==> config.mk <==
export PLATFORM = sky130hd
export DESIGN_NAME = sthc_queue
export DESIGN_NICKNAME = d
export VERILOG_FILES = /design/src/rtl/core/assert_macros.svh /design/src/rtl/core/sthc_pkg.sv /design/src/rtl/core/sthc_queue.sv
export SDC_FILE = /design/constraint.sdc
export NUM_CORES = 1
export LEC_CHECK = 0
export BUFFER_PORTS_ARGS = -buffer_cell sky130_fd_sc_hd__buf_2
export CORE_MARGIN = 1.5
export CORE_UTILIZATION = 63
export CTS_BUF_LIST = sky130_fd_sc_hd__clkbuf_2 sky130_fd_sc_hd__clkbuf_4 sky130_fd_sc_hd__clkbuf_8
export DETAILED_ROUTE_END_ITERATION = 6
export PLACE_DENSITY = 0.83
export REMOVE_ABC_BUFFERS = 1
export SLEW_MARGIN = 30
export SYNTH_ARGS = -nofsm -noshare
export SYNTH_HDL_FRONTEND = slang
export SYNTH_SLANG_ARGS = --single-unit
export TNS_END_PERCENT = 50
==> constraint.sdc <==
create_clock -name clk -period 3.32 [get_ports clk]
set_input_delay 0.498 -clock clk [delete_from_list [all_inputs] [get_ports clk]]
set_output_delay 0.498 -clock clk [all_outputs]
set_load 0.01 [all_outputs]
==> src/rtl/core/assert_macros.svh <==
// Assertion helpers shared by the files that check their own logic.
// Each macro samples on the rising edge of clk and is quiet while rst_n is low.
`ifndef ASSERT_MACROS_SVH
`define ASSERT_MACROS_SVH

// Same-cycle implication: when ante holds, cons must hold on the same edge.
`define STHC_ASSERT_NOW(label, ante, cons, msg) \
    label: assert property (@(posedge clk) disable iff (!rst_n) (ante) |-> (cons)) \
        else $error(msg);

// Next-cycle implication: when ante holds, cons must hold on the next edge.
`define STHC_ASSERT_NEXT(label, ante, cons, msg) \
    label: assert property (@(posedge clk) disable iff (!rst_n) (ante) |=> (cons)) \
        else $error(msg);

`endif

==> src/rtl/core/sthc_pkg.sv <==
`timescale 1ns / 1ps

package sthc_pkg;

    // Input word kinds.
    localparam logic CMD_BYTE = 1'b0;
    localparam logic CMD_TICK = 1'b1;

    // Bytes the parser reacts to.
    localparam logic [7:0] BYTE_ESC      = 8'h1B;
    localparam logic [7:0] BYTE_LBRACKET = 8'h5B;
    localparam logic [7:0] BYTE_SPACE    = 8'h20;
    localparam logic [7:0] BYTE_LOWER_S  = 8'h73;
    localparam logic [7:0] BYTE_UPPER_S  = 8'h53;
    localparam logic [7:0] BYTE_KEY_A    = 8'h41;
    localparam logic [7:0] BYTE_KEY_B    = 8'h42;
    localparam logic [7:0] BYTE_KEY_C    = 8'h43;
    localparam logic [7:0] BYTE_KEY_D    = 8'h44;

    // Configuration register indexes and reset values.
    localparam logic [1:0] CFG_DRIVE_DUTY    = 2'd0;
    localparam logic [1:0] CFG_PWM_PERIOD    = 2'd1;
    localparam logic [1:0] CFG_TIMEOUT_TICKS = 2'd2;

    localparam logic [6:0]  DUTY_RESET    = 7'd22;
    localparam logic [15:0] PERIOD_RESET  = 16'd3199;
    localparam logic [15:0] TIMEOUT_RESET = 16'd400;

    localparam logic [15:0] TICKS_MAX = 16'hFFFF;

    // Motion and event codes as they appear on the output.
    typedef enum logic [2:0] {
        MOT_STOP  = 3'd0,
        MOT_FWD   = 3'd1,
        MOT_REV   = 3'd2,
        MOT_LEFT  = 3'd3,
        MOT_RIGHT = 3'd4
    } motion_t;

    typedef enum logic [1:0] {
        EVT_NONE    = 2'd0,
        EVT_COMMAND = 2'd1,
        EVT_TIMEOUT = 2'd2
    } event_t;

    // One classified word handed from the parser to the drive stage.
    typedef struct packed {
        motion_t motion;
        event_t  evt;
    } motion_item_t;

    // Division by 100 is done as a multiply by ceil(2^30 / 100) and a shift.
    // The product duty * (period + 1) stays below 2^23, which keeps the
    // truncated quotient exact. The duty clamp to 100 is folded into the table.
    localparam int          RECIP_SHIFT = 30;
    localparam longint      RECIP_100   = 64'd10737419;
    localparam int          DUTY_MAX    = 100;

    typedef logic [30:0] duty_factor_t;
    typedef duty_factor_t duty_table_t [128];

    function automatic duty_table_t build_duty_table();
        duty_table_t t;
        longint      d_eff;
        for (int d = 0; d < 128; d++)
        begin
            d_eff = (d > DUTY_MAX) ? longint'(DUTY_MAX) : longint'(d);
            t[d]  = 31'(d_eff * RECIP_100);
        end
        return t;
    endfunction

    localparam duty_table_t DUTY_FACTOR = build_duty_table();

endpackage

==> src/rtl/core/sthc_queue.sv <==
`timescale 1ns / 1ps

// Short FIFO between the parser and the drive stage.
module sthc_queue #(
    parameter int DEPTH = 4
) (
    input  logic                   clk,
    input  logic                   rst_n,
    input  logic                   push,
    input  sthc_pkg::motion_item_t push_item,
    output logic                   full,
    input  logic                   pop,
    output sthc_pkg::motion_item_t pop_item,
    output logic                   empty
);

    localparam int PTR_W = (DEPTH > 1) ? $clog2(DEPTH) : 1;
    localparam int CNT_W = $clog2(DEPTH + 1);

    sthc_pkg::motion_item_t entries_reg [DEPTH];
    logic [PTR_W-1:0]       wr_ptr_reg, wr_ptr_next;
    logic [PTR_W-1:0]       rd_ptr_reg, rd_ptr_next;
    logic [CNT_W-1:0]       count_reg, count_next;
    logic                   do_push, do_pop;

    assign full     = (count_reg == CNT_W'(DEPTH));
    assign empty    = (count_reg == '0);
    assign do_push  = push && !full;
    assign do_pop   = pop && !empty;
    assign pop_item = entries_reg[rd_ptr_reg];

    // Pointer wrap and occupancy.
    always_comb
    begin
        wr_ptr_next = wr_ptr_reg;
        rd_ptr_next = rd_ptr_reg;
        count_next  = count_reg;
        if (do_push)
        begin
            wr_ptr_next = (wr_ptr_reg == PTR_W'(DEPTH - 1)) ? '0 : wr_ptr_reg + 1'b1;
        end
        if (do_pop)
        begin
            rd_ptr_next = (rd_ptr_reg == PTR_W'(DEPTH - 1)) ? '0 : rd_ptr_reg + 1'b1;
        end
        if (do_push && !do_pop)
        begin
            count_next = count_reg + 1'b1;
        end
        else if (do_pop && !do_push)
        begin
            count_next = count_reg - 1'b1;
        end
    end

    always_ff @(posedge clk or negedge rst_n)
    begin
        if (!rst_n)
        begin
            wr_ptr_reg <= '0;
            rd_ptr_reg <= '0;
            count_reg  <= '0;
        end
        else
        begin
            wr_ptr_reg <= wr_ptr_next;
            rd_ptr_reg <= rd_ptr_next;
            count_reg  <= count_next;
        end
    end

    // Storage needs no reset; only entries counted as full are read.
    always_ff @(posedge clk)
    begin
        if (do_push)
        begin
            entries_reg[wr_ptr_reg] <= push_item;
        end
    end

endmodule

==> metrics.md <==
| Metric | Value |
|---|---|
| Cell taking the most area after synthesis | edfxtp_1 |
| WL/cell | around 15 um |
| Switching share of total power | 0.323 |
| Cells after Synth | 63 |
| First-pass GRT wire length | 2.44 mm |
| Top post-synthesis cells by area | edfxtp_1, dfrtp_1, mux4_2 |
| Post-synth top area share | 0.505 |
| Static Leak | 0.519 nW |
| HPWL after DPL | about 1.3 mm |
| Clk pwr share | 0.128 |
| GR Overflow Total | 0 |
| I/O Pins | 16 |
| Total Nets Final | between 90 and 100 |
| # DRC | 0 |
| Comb power frac | 0.361 |
| Max reg flops | 20 |
| Internal power | approximately 0.00074 W |
| Root Driver | clkbuf_4 |
| Clock skew | around 5.4 ps |
| Post-Syn Area | 1190 um^2 |
| Yosys warns | 0 |
| Initial drt markers | 12 |
| F_max | about 470 MHz |
| CTS tree | yes |
| RSZ-0062 raised after global routing | no |
| Total GRT Usage | 0.178 |
| # Post-CTS Setup Buffers | 0 |
| Worst hold path stage count | 1 |
| Power Total | between 0.001 and 0.0015 W |
| Power density cells | 828 nW/um^2 |
| Status | complete, no violations |
| Initial Util | 0.681 |
| Die footprint | 2160 um^2 |
| Post_cts resized | 0 |
| Site Rows | 15 |
| Clock Path Buffers | 2 |
| WP data arrival | ~1700 ps |
| Reg power frac | 0.512 |
| CTS buffer count | 3 |
| Initial antenna violation count | 0 |
| Clock sinks | 27 |
| GPL Wtd Cong | roughly 0.64 |
| Min cycle time layout | 2150 ps |
| I/O Buffers | 15 |
| Synth Area per Inst | roughly 19 um^2 |
| Hold_buf cts | 1 |
| Finish-stage setup viols | 0 |
| Setup TNS | 0 ps |
| H-tree levels | 1 |
| Antenna-violating nets left | 0 |
| Max-cap violations | 0 |
| Slew Limit Fails | 0 |
| Area delta synth->final | 10.9% |
| Largest net degree at the start of global routing | 17 |
| First-pass DRT Iterations | 4 |
| Startpoint Class | register |
| Crit path capture type | output pin |
| Vias in the first global route | 507 |
| Vias | 568 |
| Hold Vio Cnt, Final | 0 |
| Layout cell share with drive strength beyond 1 | 0.444 |
| Peak supply drop | 0.000519 V |
| Crit share post-route | 0.647 |
| CP max FO | 8 |
| Worst R2R Path Depth | 8 |
| Switching power | 0.000352 W |
| Setup CP Type | reg2out |
| N_diodes | 0 |
| Worst Tran Pin Value | 425 ps |
| Hold Path Class | in2reg |
| Clock Pin Slew Worst Setup and Hold Paths | 140 ps |
| Die H | around 46 um |
| Clk_lat worst skew | 320 ps |
| Core Box Area | 1750 um^2 |
| Die W | between 40 and 50 um |
| Vias per inst | 5.36 |
| Relative slew slack | 0.717 |
| #FFs+latches synth | 27 |
| Total wire length | 1.64 mm |
| Unique masters post-synth | 18 |
| Critical Path RT | 2820 ps |
| Sequential area share after synthesis | 0.653 |
-- cell type report --
cell class              instances  area, um^2
well taps                      25        31.3
clock buffers                   3        22.5
multi-input cells              31         385
clock inverters                 1        7.51
repair buffers                 16        85.1
flip-flops and latches         27         776
inverters                       3        11.3
fillers                       118         427
-- power by group through the flow --
| stage | registers [W] | logic (W) | clock network (W) |
|---|---|---|---|
| floorplan | 0.000541 | 0.000303 | 0 |
| global placement | 0.000561 | 0.000386 | 0 |
| detailed placement | 0.000567 | 0.000401 | 0 |
| CTS | 0.000560 | 0.000401 | 0.000141 |
| global route | 0.000573 | 0.000437 | 0.000153 |
| finish | 0.000559 | 0.000394 | 0.000139 |
-- path summary, 6_finish.rpt --
kind / slack (ps) / from / to
min in group asynchronous: 520 / rst_n / rd_ptr_reg[0]
setup reg to reg: 1270 / count_reg[2] / count_reg[2]
max in group asynchronous: 2640 / rst_n / count_reg[1]
hold reg to reg: 520 / count_reg[2] / count_reg[2]
hold / removal: 380 / push_item[0] / entries_reg[1][0]
setup / recovery: 1170 / rd_ptr_reg[0] / pop_item[4]
-- cell usage after synthesis, drive strengths merged --
master,n
mux4,5
nand2b,1
nor3,1
edfxtp,20
nor2,3
inv,3
dfrtp,7
fa,1
buf,2
ha,6
xor2,2
xnor2,1
nor2b,1
and2,4
mux2,5
nor3b,1
-- stage by stage --
stage          std cells  setup WS [ps]  hold slack [ps]   util  cell area, um^2
2_1_floorplan         61           1260              202      -             1170
3_3_place_gp         101           1360              338  0.733             1280
5_1_grt              106           1080              365  0.756             1320
6_report             106           1170              384  0.756             1320
4_1_cts              106           1170              382  0.756             1320
3_5_place_dp         101           1240              342  0.733             1280
-- layer usage --
| metal | global-route usage | vias to the layer above | wire length, um |
|---|---|---|---|
| met5 | 0 | - | 0 |
| met4 | 0.0514 | 0 | 22 |
| met2 | 0.242 | 15 | 762 |
| met3 | 0.0471 | 2 | 53 |
| met1 | 0.284 | 284 | 797 |
| li1 | - | 267 | - |
-- cell families after synthesis --
| logic type | count (synthesis) | share of synthesized area |
|---|---|---|
| muxes | 10 | 0.148 |
| buffers and inverters | 5 | 0.0232 |
| DFF | 27 | 0.653 |
| adders and majority gates | 7 | 0.0800 |
| and+or+nand+nor | 11 | 0.0737 |
| xor gates and xnor gates | 3 | 0.0221 |
-- worst max-delay path, stage by stage, from the launching register on --
cell and delay, ps:
dfrtp_1 630, mux4_2 550, buf_2 150
-- layout by cell type, fill, tap and decap left out, drive strengths merged --
cell type,n
buf,15
xor2,2
and2,4
dfrtp,7
clkbuf,3
xnor2,1
clkinvlp,1
mux4,5
nor2b,1
ha,6
edfxtp,20
fa,1
nor3,1
nor3b,1
mux2,5
nor2,3
nand2b,1
inv,3
dlygate4sd3,1
(Power assumes the default switching activity.)
