$ cat config.mk
export PLATFORM = sky130hd
export DESIGN_NAME = sthc_front_flat
export DESIGN_NICKNAME = d
export VERILOG_FILES = /design/src/rtl/core/assert_macros.svh /design/src/rtl/core/sthc_pkg.sv /design/src/rtl/core/sthc_if.sv /design/src/rtl/core/sthc_front.sv /design/src/flat_wrapper.sv
export SDC_FILE = /design/constraint.sdc
export NUM_CORES = 1
export LEC_CHECK = 0
export BUFFER_PORTS_ARGS = -buffer_cell sky130_fd_sc_hd__buf_2
export CAP_MARGIN = 10
export CORE_UTILIZATION = 50
export DETAILED_ROUTE_END_ITERATION = 16
export PLACE_DENSITY = 0.72
export SYNTH_ARGS = -nofsm -noshare
export SYNTH_HDL_FRONTEND = slang
export SYNTH_SLANG_ARGS = --single-unit
export TNS_END_PERCENT = 1
$ cat constraint.sdc
create_clock -name clk -period 9.5 [get_ports clk]
set_input_delay 1.9 -clock clk [delete_from_list [all_inputs] [get_ports clk]]
set_output_delay 1.9 -clock clk [all_outputs]
set_load 0.05 [all_outputs]
$ cat src/rtl/core/assert_macros.svh
// Assertion helpers shared by the files that check their own logic.
// Each macro samples on the rising edge of clk and is quiet while rst_n is low.
`ifndef ASSERT_MACROS_SVH
`define ASSERT_MACROS_SVH

// Same-cycle implication: when ante holds, cons must hold on the same edge.
`define STHC_ASSERT_NOW(label, ante, cons, msg) \
    label: assert property (@(posedge clk) disable iff (!rst_n) (ante) |-> (cons)) \
        else $error(msg);

// Next-cycle implication: when ante holds, cons must hold on the next edge.
`define STHC_ASSERT_NEXT(label, ante, cons, msg) \
    label: assert property (@(posedge clk) disable iff (!rst_n) (ante) |=> (cons)) \
        else $error(msg);

`endif

$ cat src/rtl/core/sthc_pkg.sv
`timescale 1ns / 1ps

package sthc_pkg;

    // Input word kinds.
    localparam logic CMD_BYTE = 1'b0;
    localparam logic CMD_TICK = 1'b1;

    // Bytes the parser reacts to.
    localparam logic [7:0] BYTE_ESC      = 8'h1B;
    localparam logic [7:0] BYTE_LBRACKET = 8'h5B;
    localparam logic [7:0] BYTE_SPACE    = 8'h20;
    localparam logic [7:0] BYTE_LOWER_S  = 8'h73;
    localparam logic [7:0] BYTE_UPPER_S  = 8'h53;
    localparam logic [7:0] BYTE_KEY_A    = 8'h41;
    localparam logic [7:0] BYTE_KEY_B    = 8'h42;
    localparam logic [7:0] BYTE_KEY_C    = 8'h43;
    localparam logic [7:0] BYTE_KEY_D    = 8'h44;

    // Configuration register indexes and reset values.
    localparam logic [1:0] CFG_DRIVE_DUTY    = 2'd0;
    localparam logic [1:0] CFG_PWM_PERIOD    = 2'd1;
    localparam logic [1:0] CFG_TIMEOUT_TICKS = 2'd2;

    localparam logic [6:0]  DUTY_RESET    = 7'd22;
    localparam logic [15:0] PERIOD_RESET  = 16'd3199;
    localparam logic [15:0] TIMEOUT_RESET = 16'd400;

    localparam logic [15:0] TICKS_MAX = 16'hFFFF;

    // Motion and event codes as they appear on the output.
    typedef enum logic [2:0] {
        MOT_STOP  = 3'd0,
        MOT_FWD   = 3'd1,
        MOT_REV   = 3'd2,
        MOT_LEFT  = 3'd3,
        MOT_RIGHT = 3'd4
    } motion_t;

    typedef enum logic [1:0] {
        EVT_NONE    = 2'd0,
        EVT_COMMAND = 2'd1,
        EVT_TIMEOUT = 2'd2
    } event_t;

    // One classified word handed from the parser to the drive stage.
    typedef struct packed {
        motion_t motion;
        event_t  evt;
    } motion_item_t;

    // Division by 100 is done as a multiply by ceil(2^30 / 100) and a shift.
    // The product duty * (period + 1) stays below 2^23, which keeps the
    // truncated quotient exact. The duty clamp to 100 is folded into the table.
    localparam int          RECIP_SHIFT = 30;
    localparam longint      RECIP_100   = 64'd10737419;
    localparam int          DUTY_MAX    = 100;

    typedef logic [30:0] duty_factor_t;
    typedef duty_factor_t duty_table_t [128];

    function automatic duty_table_t build_duty_table();
        duty_table_t t;
        longint      d_eff;
        for (int d = 0; d < 128; d++)
        begin
            d_eff = (d > DUTY_MAX) ? longint'(DUTY_MAX) : longint'(d);
            t[d]  = 31'(d_eff * RECIP_100);
        end
        return t;
    endfunction

    localparam duty_table_t DUTY_FACTOR = build_duty_table();

endpackage

$ cat src/rtl/core/sthc_if.sv
`timescale 1ns / 1ps

// Input channel: one received byte or one millisecond tick per word.
interface sthc_in_if;
    logic       valid;
    logic       ready;
    logic       command;
    logic [7:0] rx_byte;

    modport source (output valid, output command, output rx_byte, input ready);
    modport sink   (input valid, input command, input rx_byte, output ready);
endinterface


$ cat src/rtl/core/sthc_front.sv
`timescale 1ns / 1ps

// Parser and watchdog: classifies each input word and updates the motion state.
module sthc_front (
    input  logic                  clk,
    input  logic                  rst_n,
    input  logic [15:0]           timeout_ticks,
    sthc_in_if.sink               cmd_in,
    input  logic                  queue_full,
    output logic                  push,
    output sthc_pkg::motion_item_t item
);

    typedef enum logic [2:0] {
        ESC_IDLE        = 3'b001,
        ESC_GOT_ESC     = 3'b010,
        ESC_GOT_BRACKET = 3'b100
    } esc_phase_t;

    esc_phase_t          phase_reg, phase_next;
    sthc_pkg::motion_t   motion_reg, motion_next;
    logic [15:0]         ticks_reg, ticks_next;
    sthc_pkg::motion_t   key_motion;
    logic                key_hit;
    sthc_pkg::event_t    evt;
    logic                accept;

    // A word is taken whenever the queue has room.
    assign cmd_in.ready = !queue_full;
    assign accept       = cmd_in.valid && !queue_full;

    // Byte decoding for the escape sequence and the stop keys.
    always_comb
    begin
        phase_next = phase_reg;
        key_hit    = 1'b0;
        key_motion = motion_reg;
        case (phase_reg)
            ESC_IDLE:
            begin
                if (cmd_in.rx_byte == sthc_pkg::BYTE_ESC)
                begin
                    phase_next = ESC_GOT_ESC;
                end
                else if (cmd_in.rx_byte == sthc_pkg::BYTE_SPACE ||
                         cmd_in.rx_byte == sthc_pkg::BYTE_LOWER_S ||
                         cmd_in.rx_byte == sthc_pkg::BYTE_UPPER_S)
                begin
                    key_hit    = 1'b1;
                    key_motion = sthc_pkg::MOT_STOP;
                end
            end
            ESC_GOT_ESC:
            begin
                phase_next = (cmd_in.rx_byte == sthc_pkg::BYTE_LBRACKET) ?
                             ESC_GOT_BRACKET : ESC_IDLE;
            end
            ESC_GOT_BRACKET:
            begin
                phase_next = ESC_IDLE;
                case (cmd_in.rx_byte)
                    sthc_pkg::BYTE_KEY_A:
                    begin
                        key_hit    = 1'b1;
                        key_motion = sthc_pkg::MOT_FWD;
                    end
                    sthc_pkg::BYTE_KEY_B:
                    begin
                        key_hit    = 1'b1;
                        key_motion = sthc_pkg::MOT_REV;
                    end
                    sthc_pkg::BYTE_KEY_C:
                    begin
                        key_hit    = 1'b1;
                        key_motion = sthc_pkg::MOT_RIGHT;
                    end
                    sthc_pkg::BYTE_KEY_D:
                    begin
                        key_hit    = 1'b1;
                        key_motion = sthc_pkg::MOT_LEFT;
                    end
                    default:
                    begin
                        key_hit = 1'b0;
                    end
                endcase
            end
            default:
            begin
                phase_next = ESC_IDLE;
            end
        endcase
    end

    // Motion, tick count and event for the word, with the timeout checked last.
    always_comb
    begin
        motion_next = motion_reg;
        ticks_next  = ticks_reg;
        evt         = sthc_pkg::EVT_NONE;
        if (cmd_in.command == sthc_pkg::CMD_BYTE)
        begin
            if (key_hit)
            begin
                motion_next = key_motion;
                ticks_next  = '0;
                evt         = sthc_pkg::EVT_COMMAND;
            end
        end
        else if (ticks_reg != sthc_pkg::TICKS_MAX)
        begin
            ticks_next = ticks_reg + 16'd1;
        end
        if (motion_next != sthc_pkg::MOT_STOP && ticks_next > timeout_ticks)
        begin
            motion_next = sthc_pkg::MOT_STOP;
            evt         = sthc_pkg::EVT_TIMEOUT;
        end
    end

    // State updates only on accepted words; ticks leave the parser alone.
    always_ff @(posedge clk or negedge rst_n)
    begin
        if (!rst_n)
        begin
            phase_reg  <= ESC_IDLE;
            motion_reg <= sthc_pkg::MOT_STOP;
            ticks_reg  <= '0;
        end
        else if (accept)
        begin
            if (cmd_in.command == sthc_pkg::CMD_BYTE)
            begin
                phase_reg <= phase_next;
            end
            motion_reg <= motion_next;
            ticks_reg  <= ticks_next;
        end
    end

    assign push        = accept;
    assign item.motion = motion_next;
    assign item.evt    = evt;

endmodule

$ cat src/flat_wrapper.sv
// flat-port wrapper written by rule: the top's interface ports become plain ports
module sthc_front_flat 
  (clk, rst_n, timeout_ticks, queue_full, push, item, cmd_in_valid, cmd_in_command, cmd_in_rx_byte, cmd_in_ready);
  sthc_in_if cmd_in_i ();
  input  logic clk;
  input  logic rst_n;
  input  logic [15:0] timeout_ticks;
  input  logic queue_full;
  output logic push;
  output sthc_pkg::motion_item_t item;
  input wire logic [$bits(cmd_in_i.valid)-1:0] cmd_in_valid;
  input wire logic [$bits(cmd_in_i.command)-1:0] cmd_in_command;
  input wire logic [$bits(cmd_in_i.rx_byte)-1:0] cmd_in_rx_byte;
  output wire logic [$bits(cmd_in_i.ready)-1:0] cmd_in_ready;
  assign cmd_in_i.valid = cmd_in_valid;
  assign cmd_in_i.command = cmd_in_command;
  assign cmd_in_i.rx_byte = cmd_in_rx_byte;
  assign cmd_in_ready = cmd_in_i.ready;
  sthc_front u_core (.clk(clk), .rst_n(rst_n), .timeout_ticks(timeout_ticks), .cmd_in(cmd_in_i), .queue_full(queue_full), .push(push), .item(item));
endmodule
==> flow_summary.toml <==
[grt]
grt_pass1_vias = 1915
grt_start_max_net_pins = 24
overflow = 0
antenna_found_initial = 0
track_usage_pct = 23.69
grt_pass1_wl_mm = 8.473

[clock_tree]
cts_buffers = 3
cts_htree_levels = 1
ctsHoldBuffers = 0
cts_max_path_buffers = 2
cts_resized = 0
insertion_delay_ns = 0.26
cts_tree = "yes"
post-cts-setup-buffer-count = 0
clk_pin_slew_ns = 0.07
root_buffer = "clkbuf_8"
cts_num_sinks = 22

[synthesis]
async_reset_ff_share_pct = 100.0
yosys_most_used_dff = "dfrtp_1"
syn_avg_cell_area_um2 = 7.893
synth_area_leaders = "dfrtp_1 (24%), ha_1 (9.7%), nand2_1 (6.5%)"
syn_area_um2 = 2202
yosysUniqueCellTypes = 64
synthCells = 279
netlist_top_cells_count = "nand2_1 (38), inv_1 (25), dfrtp_1 (21)"
synth-edff-count = 0
yosys_register_bits = 22
synth_warnings = 0
syn_nets = 325
synth_area_leader_cell = "dfrtp_1"
synth.top_cell.area_share_pct = 23.86
ys_seq_area_share_pct = 25.06
yosysMostFrequentCell = "nand2_1"

[critical_path]
cp-startpoint = "cmd_in_rx_byte[3]"
r2r_start = "u_core.phase_reg[1]"
crit_path_frequent_cell = "buf_2"
crit_end = "item[1]"
worstReg2RegEnd = "u_core.motion_reg[2]"
critPathLaunchType = "input port"
worstPathRequired_ns = 7.60
worstRegToRegCells = 11
crit_slowest_cell = "o32a_1"
crit_type = "in2out"
arrival_ns = 5.41
path_cells = "buf_2 -> nor4_4 -> nand3_2 -> o32a_1 -> a31o_2 -> ha_1 -> nand4_1 -> a211oi_1 -> o311ai_1 -> a31oi_2 -> a21boi_0 -> buf_2"
r2r_slack_ns = 5.64
max_stage_delay_ns = 0.65
cp_max_fo = 19
endpoint_kind = "output port"

[sta]
fin_crit_sh_pct = 76.99
setup_violations = 0
worst_slew_pin_slew_ns = 0.8525
fin_worst_skew_ns = 0.01003
hold_violations = 0
rsz0062_at_grt = "false"
finalCriticalPeriod_ns = 7.314
tns_ns = 0
fmax_mhz = 136.7
drv_slew = 0
slew_headroom_pct = 43.09

[placement]
port_buffers = 35
place_area_um2 = 2361
post-dp-hpwl_mm = 3.838
dp.cells = 350
gp_congestion = 0.8617

[die]
dieHeight_um = 68.37
coreArea_um2 = 4115
row_count = 23
start_util_pct = 53.51
ioPinCount = 36
dieArea_um2 = 4674
die_w_um = 68.37

[pwr]
pwr_density_cell_nw_per_um2 = 114.8
leakagePower_nw = 1.089
ir_worst_vdd_mv = 0.1295

[route]
ant_nets = 0
vias = 2114
wl_met2_mm = 2.172
drc = 0
wl_met1_mm = 2.566
top_layer = "met4"
firstDrtPassIters = 4
vias_per_cell = 5.972
first_iter_violations = 186
wl_per_cell_um = 14.12
routed_wl_mm = 4.997
dr_wl_met3_um = 215

[finish]
largest_register_ffs = 16
postLayoutCellArea_um2 = 2406
multi_input_comb_area_um2 = 1470
syn2layout_area_growth_pct = 9.261
drive_gt1_share_pct = 17.76
nets = 351
n_fill_cell = 382
seqCellArea_um2 = 551.8
final_cell_count_no_fill = 354
antenna_cells = 0

[worst_hold_path]
hold_path.class = "reg2reg"

[run]
cap_violations = 0

[outcome]
status = "finished, final reports clean"
-- power breakdown --
group	switching, mW	internal (mW)	total, mW
clock	0.0298	0.0299	0.0597
sequential	0.0147	0.101	0.116
combinational	0.0599	0.0407	0.101
-- worst max-delay path: cells and delay by family --
| kind | cells | cell delay, ns |
|---|---|---|
| AOI/OAI and AO/OA | 6 | 2.13 |
| adders and majority gates | 1 | 0.32 |
| buffers and inverters | 2 | 0.41 |
| and+or+nand+nor | 3 | 0.64 |
-- through the flow --
stage	total power [mW]	hold slack, ns	worst slack [ns]	utilization (%)
finish	0.2763	0.5521	2.186	58.47
global route	0.2974	0.5660	1.842	58.47
CTS	0.2767	0.5450	2.189	58.47
detailed placement	0.2166	0.5277	2.186	57.37
global placement	0.2153	0.5307	2.315	57.37
floorplan	0.1918	0.4920	2.112	-
-- routing by layer --
layer	track usage [%]	vias up
met5	0	-
met4	3.646	0
met3	4.000	4
met2	37.99	47
met1	33.50	978
li1	-	1085
-- how the worst min path moves through the flow --
stage,from,endpoint,slack [ns],cells past startpoint
2_1_floorplan,u_core.ticks_reg[8],u_core.ticks_reg[8],0.49,1
3_3_place_gp,u_core.motion_reg[0],u_core.motion_reg[0],0.53,1
3_5_place_dp,u_core.ticks_reg[8],u_core.ticks_reg[8],0.53,1
4_1_cts,u_core.ticks_reg[8],u_core.ticks_reg[8],0.55,1
5_1_grt,u_core.phase_reg[0],u_core.phase_reg[0],0.57,2
6_report,u_core.phase_reg[0],u_core.phase_reg[0],0.55,2
-- layout make-up --
| class | instances | area share (%) |
|---|---|---|
| clock buffer | 4 | 1.872 |
| inverter | 25 | 3.900 |
| multi-input combinational | 217 | 61.10 |
| sequential | 22 | 22.93 |
| tap | 50 | 2.600 |
| timing repair buffer | 36 | 7.592 |
-- cell usage in the layout, fill, tap and decap left out, types with 2 or more instances in the layout --
master	Yosys	routed
a211oi_1	3	3
a21boi_0	2	2
a21oi_1	18	18
a22o_1	4	4
a31oi_1	7	7
and3_1	2	2
buf_2	3	35
clkbuf_8	0	3
dfrtp_1	21	21
ha_1	17	17
inv_1	25	25
nand2_1	38	38
nand2b_1	4	4
nand3_1	17	17
nand4_1	9	9
nor2_1	14	14
nor3_1	7	7
nor4_1	5	5
nor4_4	3	3
o211ai_1	2	2
o211ai_2	2	2
o21a_1	4	4
o21ai_0	9	9
o21ai_1	4	4
o31ai_1	8	8
or3_1	2	2
xnor2_1	2	2
-- logic make-up after synthesis --
kind of cell / count (synthesis) / share of synthesized area, %
simple gates: 112 / 28.58
compound gates: 84 / 26.88
buf+inv: 40 / 8.182
flops: 22 / 25.06
fa+ha+maj: 17 / 9.659
xor+xnor: 3 / 1.193
mux: 1 / 0.4546
No activity file was read; power rests on OpenSTA's default activity.
